===== config.mk =====
export PLATFORM = sky130hd
export DESIGN_NAME = clipped_color_key_blit_top_flat
export DESIGN_NICKNAME = d
export VERILOG_FILES = /design/src/sv/cckb_pkg.sv /design/src/sv/cckb_pix_if.sv /design/src/sv/cckb_res_if.sv /design/src/sv/clipped_color_key_blit_top.sv /design/src/sv/cckb_cfg.sv /design/src/sv/cckb_ctr.sv /design/src/sv/cckb_calc.sv /design/src/flat_wrapper.sv
export VERILOG_INCLUDE_DIRS = /design/src /design/src/sv
export SDC_FILE = /design/constraint.sdc
export NUM_CORES = 1
export LEC_CHECK = 0
export ABC_CLOCK_PERIOD_IN_PS = 9500
export BUFFER_PORTS_ARGS = -buffer_cell sky130_fd_sc_hd__buf_2
export CAP_MARGIN = 30
export CORE_MARGIN = 8
export CORE_UTILIZATION = 61
export DETAILED_ROUTE_END_ITERATION = 10
export MAX_ROUTING_LAYER = met4
export PLACE_DENSITY_LB_ADDON = 0.08
export RECOVER_POWER = 50
export SETUP_SLACK_MARGIN = 0.4
export SLEW_MARGIN = 20
export SYNTH_ARGS = -nofsm -noshare
export SYNTH_HDL_FRONTEND = slang
export SYNTH_SLANG_ARGS = --single-unit

===== constraint.sdc =====
create_clock -name i_clk -period 9.5 [get_ports i_clk]
set_input_delay 1.9 -clock i_clk [delete_from_list [all_inputs] [get_ports i_clk]]
set_output_delay 1.9 -clock i_clk [all_outputs]
set_load 0.1 [all_outputs]

===== src/sv/assert_macros.svh =====
// Assertion helpers shared by the blitter modules.
// Each macro expands to one labelled concurrent assertion on a rising clock edge,
// gated off while the synchronous active-low reset is asserted.
`ifndef ASSERT_MACROS_SVH
`define ASSERT_MACROS_SVH

// Same-cycle implication
`define ASSERT_IMPL(label, clk, rst_n, ante, cons) \
    label: assert property (@(posedge clk) disable iff (!rst_n) (ante) |-> (cons)) \
        else $error("assertion failed: same-cycle implication");

// Next-cycle implication
`define ASSERT_NEXT(label, clk, rst_n, ante, cons) \
    label: assert property (@(posedge clk) disable iff (!rst_n) (ante) |=> (cons)) \
        else $error("assertion failed: next-cycle implication");

`endif


===== src/sv/cckb_pkg.sv =====
// Shared types, constants and helpers for the colour-keyed clipped blitter.
// No dependencies; imported by the interfaces and every module of the block.
`default_nettype none

package cckb_pkg;

    localparam int PADDR_W = 5;
    localparam int PDATA_W = 32;

    // register indexes, byte address = 4 * index
    localparam logic [2:0] REG_SRC_X      = 3'd0;
    localparam logic [2:0] REG_SRC_Y      = 3'd1;
    localparam logic [2:0] REG_SRC_STRIDE = 3'd2;
    localparam logic [2:0] REG_RECT_W     = 3'd3;
    localparam logic [2:0] REG_RECT_H     = 3'd4;
    localparam logic [2:0] REG_DST_X      = 3'd5;
    localparam logic [2:0] REG_DST_Y      = 3'd6;
    localparam logic [2:0] REG_KEY_COLOR  = 3'd7;

    localparam logic [7:0]  KEY_RESET  = 8'h0D;
    localparam logic [10:0] SIZE_MAX   = 11'd1024;

    typedef logic [7:0]  t_pix;
    typedef logic [9:0]  t_cnt;
    typedef logic [15:0] t_addr;
    typedef logic [21:0] t_sidx;

    typedef struct packed {
        logic [9:0]         src_x;
        logic [9:0]         src_y;
        logic [10:0]        src_stride;
        logic [10:0]        rect_w;
        logic [10:0]        rect_h;
        logic signed [10:0] dst_x;
        logic signed [10:0] dst_y;
        t_pix               key_color;
    } t_cfg;

    // item held in the input register
    typedef struct packed {
        t_pix pixel;
        t_cnt col;
        t_cnt row;
        logic last;
    } t_s1;

    typedef struct packed {
        logic  write_enable;
        t_addr dest_addr;
        t_pix  color;
        t_sidx source_index;
        logic  last;
    } t_res;

    // zero acts as one, anything above the maximum as the maximum
    function automatic logic [10:0] clamp_size(input logic [10:0] v);
        logic [10:0] r;
        r = v;
        if (v == 11'd0) begin
            r = 11'd1;
        end else if (v > SIZE_MAX) begin
            r = SIZE_MAX;
        end
        return r;
    endfunction

endpackage

`default_nettype wire


===== src/sv/cckb_pix_if.sv =====
// Source pixel stream channel: valid/ready handshake plus one colour index.
// Depends on cckb_pkg.
`default_nettype none

interface cckb_pix_if;
    import cckb_pkg::*;

    logic valid;
    logic ready;
    t_pix pixel;

    modport source(output valid, output pixel, input ready);
    modport sink(input valid, input pixel, output ready);
endinterface

`default_nettype wire


===== src/sv/cckb_res_if.sv =====
// Result stream channel: valid/ready handshake plus the framebuffer write fields.
// Depends on cckb_pkg.
`default_nettype none

interface cckb_res_if;
    import cckb_pkg::*;

    logic  valid;
    logic  ready;
    logic  write_enable;
    t_addr dest_addr;
    t_pix  color;
    t_sidx source_index;
    logic  last;

    modport source(output valid, output write_enable, output dest_addr, output color,
                   output source_index, output last, input ready);
    modport sink(input valid, input write_enable, input dest_addr, input color,
                 input source_index, input last, output ready);
endinterface

`default_nettype wire


===== src/sv/clipped_color_key_blit_top.sv =====
// Colour-keyed sprite blitter with screen clipping; top level of the block.
// Depends on cckb_pkg, cckb_pix_if, cckb_res_if, cckb_cfg, cckb_ctr and cckb_calc.
`default_nettype none

// The block takes one source pixel per clock while the result side is not stalled, and
// returns one result per pixel: the pixel is captured with its column and row in an
// input register, then the clipping test, the key compare and the two address
// products (row times screen width, source row times stride) settle into the result
// register. Pixels come in row-major order over a rect_w by rect_h rectangle (zero acts
// as one, above 1024 as 1024); the pixel flagged last closes the rectangle and the
// counters restart. A stalled result holds its stage; pixels are then taken only while
// the input register is empty. Program the registers over the APB port only between
// rectangles with nothing in flight; register i sits at byte address 4*i.
module clipped_color_key_blit_top #(
    parameter int SCREEN_W = 320,
    parameter int SCREEN_H = 200
) (
    input  wire logic                          i_clk,
    input  wire logic                          i_rst_n,
    input  wire logic                          psel,
    input  wire logic                          penable,
    input  wire logic                          pwrite,
    input  wire logic [cckb_pkg::PADDR_W-1:0]  paddr,
    input  wire logic [cckb_pkg::PDATA_W-1:0]  pwdata,
    output logic      [cckb_pkg::PDATA_W-1:0]  prdata,
    output logic                               pready,
    cckb_pix_if.sink                           i_pix,
    cckb_res_if.source                         o_res
);
    import cckb_pkg::*;

    t_cfg cfg;
    t_s1  s1;
    logic s1_valid;
    logic take;

    cckb_cfg u_cfg (
        .i_clk   (i_clk),
        .i_rst_n (i_rst_n),
        .psel    (psel),
        .penable (penable),
        .pwrite  (pwrite),
        .paddr   (paddr),
        .pwdata  (pwdata),
        .prdata  (prdata),
        .pready  (pready),
        .o_cfg   (cfg)
    );

    cckb_ctr u_ctr (
        .i_clk      (i_clk),
        .i_rst_n    (i_rst_n),
        .i_cfg      (cfg),
        .i_pix      (i_pix),
        .i_take     (take),
        .o_s1_valid (s1_valid),
        .o_s1       (s1)
    );

    cckb_calc #(
        .SCREEN_W (SCREEN_W),
        .SCREEN_H (SCREEN_H)
    ) u_calc (
        .i_clk      (i_clk),
        .i_rst_n    (i_rst_n),
        .i_cfg      (cfg),
        .i_s1_valid (s1_valid),
        .i_s1       (s1),
        .o_take     (take),
        .o_res      (o_res)
    );

endmodule

`default_nettype wire


===== src/sv/cckb_cfg.sv =====
// APB-style configuration register file for the blitter.
// Depends on cckb_pkg; presents all registers as one t_cfg struct.
`default_nettype none

module cckb_cfg (
    input  wire logic                          i_clk,
    input  wire logic                          i_rst_n,
    input  wire logic                          psel,
    input  wire logic                          penable,
    input  wire logic                          pwrite,
    input  wire logic [cckb_pkg::PADDR_W-1:0]  paddr,
    input  wire logic [cckb_pkg::PDATA_W-1:0]  pwdata,
    output logic      [cckb_pkg::PDATA_W-1:0]  prdata,
    output logic                               pready,
    output cckb_pkg::t_cfg                     o_cfg
);
    import cckb_pkg::*;

    t_cfg       r_cfg;
    logic       wr_en;
    logic [2:0] reg_idx;

    assign pready  = 1'b1;
    assign reg_idx = paddr[PADDR_W-1:2];
    assign wr_en   = psel && penable && pwrite && pready;
    assign o_cfg   = r_cfg;

    always_ff @(posedge i_clk) begin
        if (!i_rst_n) begin
            r_cfg.src_x      <= '0;
            r_cfg.src_y      <= '0;
            r_cfg.src_stride <= 11'd1;
            r_cfg.rect_w     <= 11'd1;
            r_cfg.rect_h     <= 11'd1;
            r_cfg.dst_x      <= '0;
            r_cfg.dst_y      <= '0;
            r_cfg.key_color  <= KEY_RESET;
        end else if (wr_en) begin
            unique case (reg_idx)
                REG_SRC_X:      r_cfg.src_x      <= pwdata[9:0];
                REG_SRC_Y:      r_cfg.src_y      <= pwdata[9:0];
                REG_SRC_STRIDE: r_cfg.src_stride <= pwdata[10:0];
                REG_RECT_W:     r_cfg.rect_w     <= pwdata[10:0];
                REG_RECT_H:     r_cfg.rect_h     <= pwdata[10:0];
                REG_DST_X:      r_cfg.dst_x      <= pwdata[10:0];
                REG_DST_Y:      r_cfg.dst_y      <= pwdata[10:0];
                REG_KEY_COLOR:  r_cfg.key_color  <= pwdata[7:0];
                default: ;
            endcase
        end
    end

    always_comb begin
        unique case (reg_idx)
            REG_SRC_X:      prdata = PDATA_W'(r_cfg.src_x);
            REG_SRC_Y:      prdata = PDATA_W'(r_cfg.src_y);
            REG_SRC_STRIDE: prdata = PDATA_W'(r_cfg.src_stride);
            REG_RECT_W:     prdata = PDATA_W'(r_cfg.rect_w);
            REG_RECT_H:     prdata = PDATA_W'(unsigned'(r_cfg.rect_h));
            REG_DST_X:      prdata = PDATA_W'(unsigned'(r_cfg.dst_x));
            REG_DST_Y:      prdata = PDATA_W'(unsigned'(r_cfg.dst_y));
            REG_KEY_COLOR:  prdata = PDATA_W'(r_cfg.key_color);
            default:        prdata = '0;
        endcase
    end

endmodule

`default_nettype wire


===== src/sv/cckb_ctr.sv =====
// Column/row counters and input register of the blitter pipeline.
// Depends on cckb_pkg, cckb_pix_if and assert_macros.svh.
`default_nettype none

`include "assert_macros.svh"

module cckb_ctr (
    input  wire logic            i_clk,
    input  wire logic            i_rst_n,
    input  wire cckb_pkg::t_cfg  i_cfg,
    cckb_pix_if.sink             i_pix,
    input  wire logic            i_take,
    output logic                 o_s1_valid,
    output cckb_pkg::t_s1        o_s1
);
    import cckb_pkg::*;

    t_cnt        r_col;
    t_cnt        r_row;
    t_cnt        n_col;
    t_cnt        n_row;
    logic        r_s1_valid;
    t_s1         r_s1;
    logic [10:0] w_eff;
    logic [10:0] h_eff;
    logic        row_end;
    logic        last_now;
    logic        in_fire;

    assign w_eff    = clamp_size(i_cfg.rect_w);
    assign h_eff    = clamp_size(i_cfg.rect_h);
    assign row_end  = (11'({1'b0, r_col}) + 11'd1) >= w_eff;
    assign last_now = row_end && ((11'({1'b0, r_row}) + 11'd1) >= h_eff);

    // the stage frees up when empty or when its item moves on
    assign i_pix.ready = !r_s1_valid || i_take;
    assign in_fire     = i_pix.valid && i_pix.ready;

    always_comb begin
        n_col = r_col;
        n_row = r_row;
        if (in_fire) begin
            if (last_now) begin
                n_col = '0;
                n_row = '0;
            end else if (row_end) begin
                n_col = '0;
                n_row = r_row + 10'd1;
            end else begin
                n_col = r_col + 10'd1;
            end
        end
    end

    always_ff @(posedge i_clk) begin
        if (!i_rst_n) begin
            r_col      <= '0;
            r_row      <= '0;
            r_s1_valid <= 1'b0;
        end else begin
            r_col <= n_col;
            r_row <= n_row;
            if (i_pix.ready) begin
                r_s1_valid <= i_pix.valid;
            end
        end
    end

    always_ff @(posedge i_clk) begin
        if (in_fire) begin
            r_s1.pixel <= i_pix.pixel;
            r_s1.col   <= r_col;
            r_s1.row   <= r_row;
            r_s1.last  <= last_now;
        end
    end

    assign o_s1_valid = r_s1_valid;
    assign o_s1       = r_s1;

    `ASSERT_NEXT(a_last_restarts, i_clk, i_rst_n, in_fire && last_now,
                 r_col == '0 && r_row == '0)
    `ASSERT_NEXT(a_row_advance, i_clk, i_rst_n, in_fire && row_end && !last_now,
                 r_col == '0 && r_row == 10'($past(r_row) + 10'd1))
    `ASSERT_NEXT(a_s1_hold, i_clk, i_rst_n, r_s1_valid && !i_take,
                 r_s1_valid && $stable(r_s1))

endmodule

`default_nettype wire


===== src/sv/cckb_calc.sv =====
// Per-pixel clipping, key test and address arithmetic, ending in the result register.
// Depends on cckb_pkg, cckb_res_if and assert_macros.svh.
`default_nettype none

`include "assert_macros.svh"

module cckb_calc #(
    parameter int SCREEN_W = 320,
    parameter int SCREEN_H = 200
) (
    input  wire logic            i_clk,
    input  wire logic            i_rst_n,
    input  wire cckb_pkg::t_cfg  i_cfg,
    input  wire logic            i_s1_valid,
    input  wire cckb_pkg::t_s1   i_s1,
    output logic                 o_take,
    cckb_res_if.source           o_res
);
    import cckb_pkg::*;

    localparam logic [11:0] SCR_W   = 12'(SCREEN_W);
    localparam logic [11:0] SCR_H   = 12'(SCREEN_H);
    localparam logic [15:0] SCR_W16 = 16'(SCREEN_W);

    logic        r_out_valid;
    t_res        r_out;
    t_res        n_out;
    logic [11:0] fx;
    logic [11:0] fy;
    logic        on_screen;
    logic [10:0] ysum;
    t_addr       addr_full;

    assign o_take = !r_out_valid || o_res.ready;

    always_comb begin
        // signed 12-bit screen position; bit 11 set means left of or above the screen
        fx = {i_cfg.dst_x[10], i_cfg.dst_x} + {2'b00, i_s1.col};
        fy = {i_cfg.dst_y[10], i_cfg.dst_y} + {2'b00, i_s1.row};
        on_screen = !fx[11] && ({1'b0, fx[10:0]} < SCR_W)
                 && !fy[11] && ({1'b0, fy[10:0]} < SCR_H);
        addr_full = 16'(fy[10:0]) * SCR_W16 + 16'(fx[10:0]);
        ysum      = 11'({1'b0, i_cfg.src_y}) + 11'({1'b0, i_s1.row});

        n_out.write_enable = on_screen && (i_s1.pixel != i_cfg.key_color);
        n_out.dest_addr    = n_out.write_enable ? addr_full : '0;
        n_out.color        = i_s1.pixel;
        n_out.source_index = 22'(ysum) * 22'(i_cfg.src_stride)
                           + 22'(i_cfg.src_x) + 22'(i_s1.col);
        n_out.last         = i_s1.last;
    end

    always_ff @(posedge i_clk) begin
        if (!i_rst_n) begin
            r_out_valid <= 1'b0;
        end else if (o_take) begin
            r_out_valid <= i_s1_valid;
        end
    end

    always_ff @(posedge i_clk) begin
        if (o_take && i_s1_valid) begin
            r_out <= n_out;
        end
    end

    assign o_res.valid        = r_out_valid;
    assign o_res.write_enable = r_out.write_enable;
    assign o_res.dest_addr    = r_out.dest_addr;
    assign o_res.color        = r_out.color;
    assign o_res.source_index = r_out.source_index;
    assign o_res.last         = r_out.last;

    `ASSERT_IMPL(a_masked_addr_zero, i_clk, i_rst_n, r_out_valid && !r_out.write_enable,
                 r_out.dest_addr == '0)
    `ASSERT_NEXT(a_item_lands, i_clk, i_rst_n, i_s1_valid && o_take, r_out_valid)
    `ASSERT_NEXT(a_result_hold, i_clk, i_rst_n, r_out_valid && !o_res.ready,
                 r_out_valid && $stable(r_out))

endmodule

`default_nettype wire

===== src/flat_wrapper.sv =====
// flat-port wrapper written by rule: the top's interface ports become plain ports
module clipped_color_key_blit_top_flat import cckb_pkg::*;
#(
    parameter int SCREEN_W = 320,
    parameter int SCREEN_H = 200
)
  (i_clk, i_rst_n, psel, penable, pwrite, paddr, pwdata, prdata, pready, i_pix_valid, i_pix_pixel, i_pix_ready, o_res_valid, o_res_write_enable, o_res_dest_addr, o_res_color, o_res_source_index, o_res_last, o_res_ready);
  cckb_pix_if i_pix_i ();
  cckb_res_if o_res_i ();
  input  wire logic i_clk;
  input  wire logic i_rst_n;
  input  wire logic psel;
  input  wire logic penable;
  input  wire logic pwrite;
  input  wire logic [cckb_pkg::PADDR_W-1:0] paddr;
  input  wire logic [cckb_pkg::PDATA_W-1:0] pwdata;
  output logic      [cckb_pkg::PDATA_W-1:0] prdata;
  output logic pready;
  input wire logic [$bits(i_pix_i.valid)-1:0] i_pix_valid;
  input wire logic [$bits(i_pix_i.pixel)-1:0] i_pix_pixel;
  output wire logic [$bits(i_pix_i.ready)-1:0] i_pix_ready;
  output wire logic [$bits(o_res_i.valid)-1:0] o_res_valid;
  output wire logic [$bits(o_res_i.write_enable)-1:0] o_res_write_enable;
  output wire logic [$bits(o_res_i.dest_addr)-1:0] o_res_dest_addr;
  output wire logic [$bits(o_res_i.color)-1:0] o_res_color;
  output wire logic [$bits(o_res_i.source_index)-1:0] o_res_source_index;
  output wire logic [$bits(o_res_i.last)-1:0] o_res_last;
  input wire logic [$bits(o_res_i.ready)-1:0] o_res_ready;
  assign i_pix_i.valid = i_pix_valid;
  assign i_pix_i.pixel = i_pix_pixel;
  assign i_pix_ready = i_pix_i.ready;
  assign o_res_valid = o_res_i.valid;
  assign o_res_write_enable = o_res_i.write_enable;
  assign o_res_dest_addr = o_res_i.dest_addr;
  assign o_res_color = o_res_i.color;
  assign o_res_source_index = o_res_i.source_index;
  assign o_res_last = o_res_i.last;
  assign o_res_i.ready = o_res_ready;
  clipped_color_key_blit_top #(.SCREEN_W(SCREEN_W), .SCREEN_H(SCREEN_H)) u_core (.i_clk(i_clk), .i_rst_n(i_rst_n), .psel(psel), .penable(penable), .pwrite(pwrite), .paddr(paddr), .pwdata(pwdata), .prdata(prdata), .pready(pready), .i_pix(i_pix_i), .o_res(o_res_i));
endmodule

# Word level (Yosys, flattened, before mapping)
# Cells that the tools add are included.
[word_totals]
ff_bits = 182
inputBits = 52
output_inout_bits = 83
[classes]
addsub = 10
multipliers = 2
n_lt_le_gt_ge = 6
n_eq_ne = 8
muxes = 9
n_reduce_logical = 28
[ops]
columns = ["operator", "n"]
rows = [
  ["$pmux W32 S8", 1],
  ["$add A22 B10 Y22", 2],
  ["$mux W11", 4],
  ["$mux W10", 4],
  ["$add A11 B11 Y12", 2],
  ["$add A10 B1 Y11 const B", 2],
  ["$ge A11 B11 Y1", 2],
  ["$gt A11 B11 Y1 const B", 2],
  ["$logic_not A11 Y1", 2],
  ["$mul A11 B11 Y22", 1],
  ["$add A10 B1 Y10 const B", 2],
  ["$reduce_and A2 Y1", 9],
  ["$add A16 B11 Y16", 1],
  ["$eq A3 B3 Y1 const B", 4],
  ["$add A10 B10 Y11", 1],
  ["$lt A11 B8 Y1 const B", 1],
  ["$lt A11 B9 Y1 const B", 1],
  ["$mul A11 B3 Y10 const B", 1],
  ["$logic_and A1 B1 Y1", 9],
  ["$ne A8 B8 Y1", 1],
  ["$eq A3 B2 Y1 const B", 2],
  ["$logic_not A1 Y1", 4],
  ["$eq A3 B1 Y1 const B", 1],
  ["$logic_not A3 Y1", 1],
  ["other kinds (2)", 3],
]

# Logic depth before layout (Yosys ltp)
# Gate-level depths: netlist of the first run.
[depth]
depth_word = 7
mapped_depth = 27

# Cells and area by module
# From an unflattened synthesis of the first run, not the netlist that was laid out.
[hier_totals]
cells_unflattened = 1609
area_unflattened_um2 = 15114.5
[by_module_without_submodules]
columns = ["module", "n_inst", "cells_each", "area_per_inst_um2"]
rows = [
  ["cckb_calc", 1, 882, 8363.0],
  ["cckb_cfg", 1, 479, 4131.5],
  ["cckb_ctr", 1, 248, 2620.0],
]

# Least setup slack after synthesis of the first run
# Ideal clock, no wire load.
[synth_timing]
path_type = "register -> register"
from = "register u_core.u_ctr.r_s1, in the netlist u_core.u_ctr.o_s1[1]"
to = "register u_core.u_calc.r_out, in the netlist u_core.u_calc.o_res.source_index[18], data pin"
setup_ns = 0.265
t_arrival_ns = 6.528
slack_ns = 2.707
path_stages_with_launch = 28
path_buffers = 1
period_less_slack_ns = 6.793
cell_sequence = "edfxtp_1 > ha_1 > fa_1 > a21o_1 > a21oi_1 > o21bai_1 > a211oi_1 > o21bai_1 > xor2_1 > clkbuf_1 > and2_1 > fa_1 > inv_1 > fa_1 > inv_1 > fa_1 > fa_1 > inv_1 > fa_1 > inv_1 > ha_1 > a21oi_1 > o21bai_1 > a21oi_1 > o31a_1 > a2bb2oi_1 > nor3b_1 > or3_1"
[synth_rtl]
columns = ["item", "line", "source"]
rows = [
  ["from (decl)", "cckb_ctr.sv:23", "t_s1 r_s1;"],
  ["to (signal assigned)", "cckb_calc.sv:63", "r_out <= n_out;"],
  ["to (decl)", "cckb_calc.sv:26", "t_res r_out;"],
]

==> results.yml, run 1 <==
status:
  status: "finished with violations"
  failed_checks: "max-capacitance violations, max-slew violations"
setup_path:
  r2r_start: "u_core.u_ctr.o_s1[1]$_DFFE_PP_"
  required_ns: 9.70
  critPathTopFamily: "adder cells"
  endpoint_kind: "flop"
  reg2reg_depth: 25
  max_stage_delay_ns: 0.72
  crit_path_start_kind: "flop"
  crit_type: "flop to flop"
  cpMostUsedCell: "fa_1"
  cp_data_arrival_time_ns: 8.06
  path_buf_inv: 4
  r2r_setup_slack_ns: 1.63
  crit_start: "u_core.u_ctr.o_s1[1]$_DFFE_PP_"
  crit_path_top_delay_cell: "xor2_1"
  path_max_fanout: 11
  crit_cells: 25
timing:
  post-route-min-period_ns: 7.87
  setup_violations: 0
  worst_pin_slew_ns: 2.25
  slew-limit-headroom_pct: -50.2
  fmax_ghz: 0.127
  slew_violations: 41
  fin_skew_ns: 0.0157
  hold_viol_final: 0
  grt_setup_unrepaired: "false"
  fin_hold_ws_ns: 0.444
  fin_crit_sh_pct: 82.8
  setup_tns_ns: 0
grt:
  grt_max_degree: 75
  track_usage_pct: 26.5
  antenna_found_initial: 1
  grt_pass1_vias: 11400
  grt_pass1_wl_um: 58800
  overflow: 0
layout:
  fin_util_pct: 67.0
  drive_gt1_share_pct: 7.09
  mostFrequentLayoutCells: "207 x nand2_1, 171 x inv_1, 136 x ha_1, 105 x fa_1, 105 x dfxtp_1"
  fin_nets: 1917
  instances_no_fill: 1957
  mostFrequentLayoutCell: "nand2_1"
  area_delta_synth_final_pct: 7.96
  final_area_um2: 15700
detailed_routing:
  avgViaCountPerCell: 5.78
  drt_iter0_drc: 1051
  wirelength_um: 36300
  postRouteAntennaNets: 0
  routedWlPerCell_um: 18.5
  drc: 0
  drt_pass1_iterations: 6
  vias: 11300
min_path:
  min_path_type: "flop to flop"
  min_from: "u_core.u_ctr.o_s1[0]$_DFFE_PP_"
  holdPathStages: 0
pwr:
  power.density_nw_per_um2: 125
  peakVddDrop_uv: 115
  p_leak_nw: 6.98
die:
  design.core.area_um2: 23500
  dieArea_um2: 29100
  initial_utilization_pct: 62.1
  io_pins: 135
  rows: 56
  dieHeight_um: 171
  fp.dieW_um: 171
logic_synthesis:
  synth.cell_area_um2: 14600
  synth.distinct_cells: 70
  ys_ff_latch: 182
  synth_seq_area_share_pct: 30.3
  ys.flop_type: "dfxtp_1"
  avgSynthCellArea_um2: 9.27
  synthArstFlopShare_pct: 0
  synthCells: 1572
  synth_edf_count: 77
  yosys_warnings: 0
clocking:
  htree_levels: 4
  clock-sinks: 182
  numCtsBuffers: 17
  clock_latency_ns: 0.45
  ctsResizeCount: 0
  cts_tree: "done"
  path_clk_slew_ns: 0.08
  post_cts_buffers: 0
  cts-root-buf: "clkbuf_16"
  cts_hold_buf: 0
  clk_path_buf_depth: 2
place:
  port_buffers: 89
  dp_hpwl_um: 28000
  place_inst: 1921
  routabilityCongestion: 0.995
  dpl-instance-area_um2: 15200
job:
  max_cap_viol_count: 1
routing by layer:
layer	global-route usage, %	up-vias	wire length (um)
met5	-	-	0
met3	4.89	61	3040
met2	40.8	442	16200
li1	-	5374	-
met4	7.82	0	888
met1	35.4	5438	16100
through the flow:
stage / setup slack [ns] / total power (W)
final: 1.63 / 0.00197
after global routing: 1.20 / 0.00203
after CTS: 1.70 / 0.00198
after detailed placement: 1.75 / 0.00124
after global placement: 1.80 / 0.00123
after floorplan: 2.71 / 0.00117
layout make-up:
type                    count  area, um2
diodes                      1       2.50
clock buffers              17        425
clock inverters            15        204
fillers                  1961       7740
inverters                 174        653
multi-input cells        1147       9170
flip-flops and latches    182       4410
well taps                 319        399
repair buffers            102        470
registers in the layout (all words and copies together), names as in the netlist:
signal                            flops
u_core.u_calc.o_res.color             8
u_core.u_calc.o_res.dest_addr        16
u_core.u_calc.o_res.last              1
u_core.u_calc.o_res.source_index     22
u_core.u_calc.o_res.valid             1
u_core.u_calc.o_res.write_enable      1
u_core.u_cfg.o_cfg                   83
u_core.u_ctr.o_s1                    29
u_core.u_ctr.o_s1_valid               1
u_core.u_ctr.r_col                   10
u_core.u_ctr.r_row                   10
kinds of logic after synthesis:
| family | count (synthesis) | share of synthesized area, % |
|---|---|---|
| compound gates | 287 | 12.8 |
| fa+ha+maj | 241 | 26.1 |
| flops | 182 | 30.3 |
| mux | 47 | 3.52 |
| simple gates | 483 | 15.8 |
| xor+xnor | 67 | 4.03 |
| other cells | 2 | 0.0515 |
| buf+inv | 263 | 7.41 |
power by group:
group | switching [W] | internal, W | leakage (nW) | total, W
clock network | 0.000381 | 0.000367 | 0.305 | 0.000748
registers | 0.0000172 | 0.000839 | 1.60 | 0.000856
logic | 0.000280 | 0.0000824 | 5.08 | 0.000362
synth_stat cells (22+ instances only):
| cell | number | area [um2] |
|---|---|---|
| a21oi_1 | 94 | 470 |
| and2_1 | 80 | 500 |
| buf_4 | 22 | 165 |
| clkbuf_1 | 62 | 233 |
| dfxtp_1 | 105 | 2100 |
| edfxtp_1 | 77 | 2310 |
| fa_1 | 105 | 2100 |
| ha_1 | 136 | 1700 |
| inv_1 | 172 | 646 |
| mux2i_1 | 40 | 400 |
| nand2_1 | 207 | 777 |
| nand3_1 | 22 | 110 |
| nor2_1 | 85 | 319 |
| o21ai_0 | 51 | 255 |
| xnor2_1 | 48 | 420 |
path summary, 6_finish.rpt:
check	end
worst max-delay path	u_core.u_calc.o_res.source_index[18]$_DFFE_PP_
worst min-delay path	u_core.u_calc.o_res.last$_DFFE_PP_
worst max register to register	u_core.u_calc.o_res.source_index[18]$_DFFE_PP_
worst min register to register	u_core.u_calc.o_res.last$_DFFE_PP_
Power figures use the tool's default switching activity.
==> inputs of run 2 (changes only) <==
- ABC_CLOCK_PERIOD_IN_PS: 9500 -> 7700
- clock period: 9.5 -> 7.7 ns (I/O delays scaled with it)
==> results.yml, run 2 (same netlist as run 1, synthesis figures left out) <==
status:
  status: "finished with violations"
  failed_checks: "max-capacitance violations, max-slew violations"
detailed_routing:
  drc: 0
  wirelength_um: 37100
  routedWlPerCell_um: 19.0
  drt_pass1_iterations: 5
  postRouteAntennaNets: 0
  drt_iter0_drc: 1062
  vias: 11400
  avgViaCountPerCell: 5.82
timing:
  slew-limit-headroom_pct: -52.0
  fin_hold_ws_ns: 0.446
  grt_setup_unrepaired: "true"
  worst_pin_slew_ns: 2.28
  fin_skew_ns: 0.0170
  fmax_ghz: 0.142
  post-route-min-period_ns: 7.06
  setup_tns_ns: 0
  hold_viol_final: 0
  slew_violations: 41
  setup_violations: 0
  fin_crit_sh_pct: 91.7
pwr:
  p_clk_share_pct: 37.8
  p_switching_w: 0.000838
  peakVddDrop_uv: 169
  p_leak_nw: 7.00
  power.internal_w: 0.00159
  total_power_w: 0.00242
  swShare_pct: 34.6
  power.density_nw_per_um2: 153
  power_frac_comb_pct: 18.6
  p_seq_share_pct: 43.6
clocking:
  cts-root-buf: "clkbuf_16"
  path_clk_slew_ns: 0.09
  clock-sinks: 182
  clock_latency_ns: 0.46
  htree_levels: 4
  numCtsBuffers: 17
  clk_path_buf_depth: 2
  cts_hold_buf: 0
  cts_tree: "done"
layout:
  area_delta_synth_final_pct: 8.65
  fin_nets: 1921
  diodes: 0
  mostFrequentLayoutCells: "207 x nand2_1, 171 x inv_1, 133 x ha_1, 105 x dfxtp_1, 104 x fa_1"
  mostFrequentLayoutCell: "nand2_1"
  drive_gt1_share_pct: 8.04
  largest_reg_flops: 83
grt:
  antenna_found_initial: 0
  overflow: 0
  grt_pass1_wl_um: 59300
  grt_pass1_vias: 11300
  track_usage_pct: 26.8
  grt_max_degree: 79
die:
  fp.dieW_um: 171
  dieArea_um2: 29100
  dieHeight_um: 171
  io_pins: 135
  design.core.area_um2: 23500
  initial_utilization_pct: 62.1
  rows: 56
setup_path:
  cp_data_arrival_time_ns: 7.38
  crit_path_start_kind: "flop"
  endpoint_kind: "flop"
  required_ns: 8.02
  crit_type: "flop to flop"
  path_max_fanout: 5
place:
  port_buffers: 89
  routabilityCongestion: 0.973
  dp_hpwl_um: 28100
job:
  max_cap_viol_count: 1
min_path:
  min_path_type: "flop to flop"
-- run 2: cell type report --
| class | count | area, um2 |
|---|---|---|
| timing repair buffer | 106 | 504 |
| fill | 1908 | 7630 |
| inverter | 174 | 653 |
| multi-input combinational | 1147 | 9250 |
| tap | 319 | 399 |
| clock buffer | 17 | 425 |
| sequential | 182 | 4410 |
| clock inverter | 15 | 196 |
-- run 2: worst max-delay path, cell delays in order, from the launching register on --
cell and delay [ns]:
edfxtp_1 0.45, ha_1 0.26, fa_2 0.35, a21o_1 0.20
a21oi_2 0.17, o21bai_1 0.11, a211oi_2 0.25, o21bai_2 0.13
xor2_2 0.30, buf_6 0.16, nand2_1 0.07, fa_1 0.57
inv_1 0.05, fa_1 0.51, fa_1 0.44, fa_1 0.54
inv_1 0.05, fa_1 0.52, inv_1 0.06, ha_4 0.17
a21oi_2 0.13, o21ai_0 0.10, a21o_1 0.21, a21oi_2 0.17
o211ai_1 0.18, or4b_2 0.68, nand3b_1 0.10
-- run 2: power groups by stage --
| stage | combinational [W] | clock (W) | sequential [W] |
|---|---|---|---|
| after global placement | 0.000442 | 0 | 0.00108 |
| after floorplan | 0.000277 | 0 | 0.00117 |
| after CTS | 0.000453 | 0.000926 | 0.00105 |
| after global routing | 0.000487 | 0.000962 | 0.00106 |
| final | 0.000451 | 0.000916 | 0.00106 |
| after detailed placement | 0.000450 | 0 | 0.00108 |
-- run 2: through the flow --
step                      utilization (%)  setup slack, ns  std cells  instance area (um2)
after floorplan                         -            0.907       1592                14700
after global placement               64.5            0.381       1919                15100
after detailed placement             64.7            0.296       1924                15200
after CTS                            67.4            0.403       1956                15800
after global routing                 67.5            0.329       1960                15800
final                                67.5            0.635       1960                15800
-- run 2: timing repair --
item	CTS	global route
gates resized for setup	3	13
pin swaps	1	2
endpoints found under the setup margin	2	5
setup buffers	0	3
-- run 2: routing by layer --
metal,track usage (%),part of all wire [%]
met1,35.6,44
met2,41.3,45
met3,4.72,8.1
met4,8.66,2.8
met5,-,0
-- run 2: path summary, 6_finish.rpt --
path                                  startpoint  slack [ns]  depth (start not counted)                                              to
setup / recovery  u_core.u_ctr.o_s1[1]$_DFFE_PP_        0.64                         26  u_core.u_calc.o_res.source_index[21]$_DFFE_PP_
hold / removal    u_core.u_ctr.o_s1[0]$_DFFE_PP_        0.45                          0              u_core.u_calc.o_res.last$_DFFE_PP_
setup reg to reg  u_core.u_ctr.o_s1[1]$_DFFE_PP_        0.64                         26  u_core.u_calc.o_res.source_index[21]$_DFFE_PP_
hold reg to reg   u_core.u_ctr.o_s1[0]$_DFFE_PP_        0.45                          0              u_core.u_calc.o_res.last$_DFFE_PP_
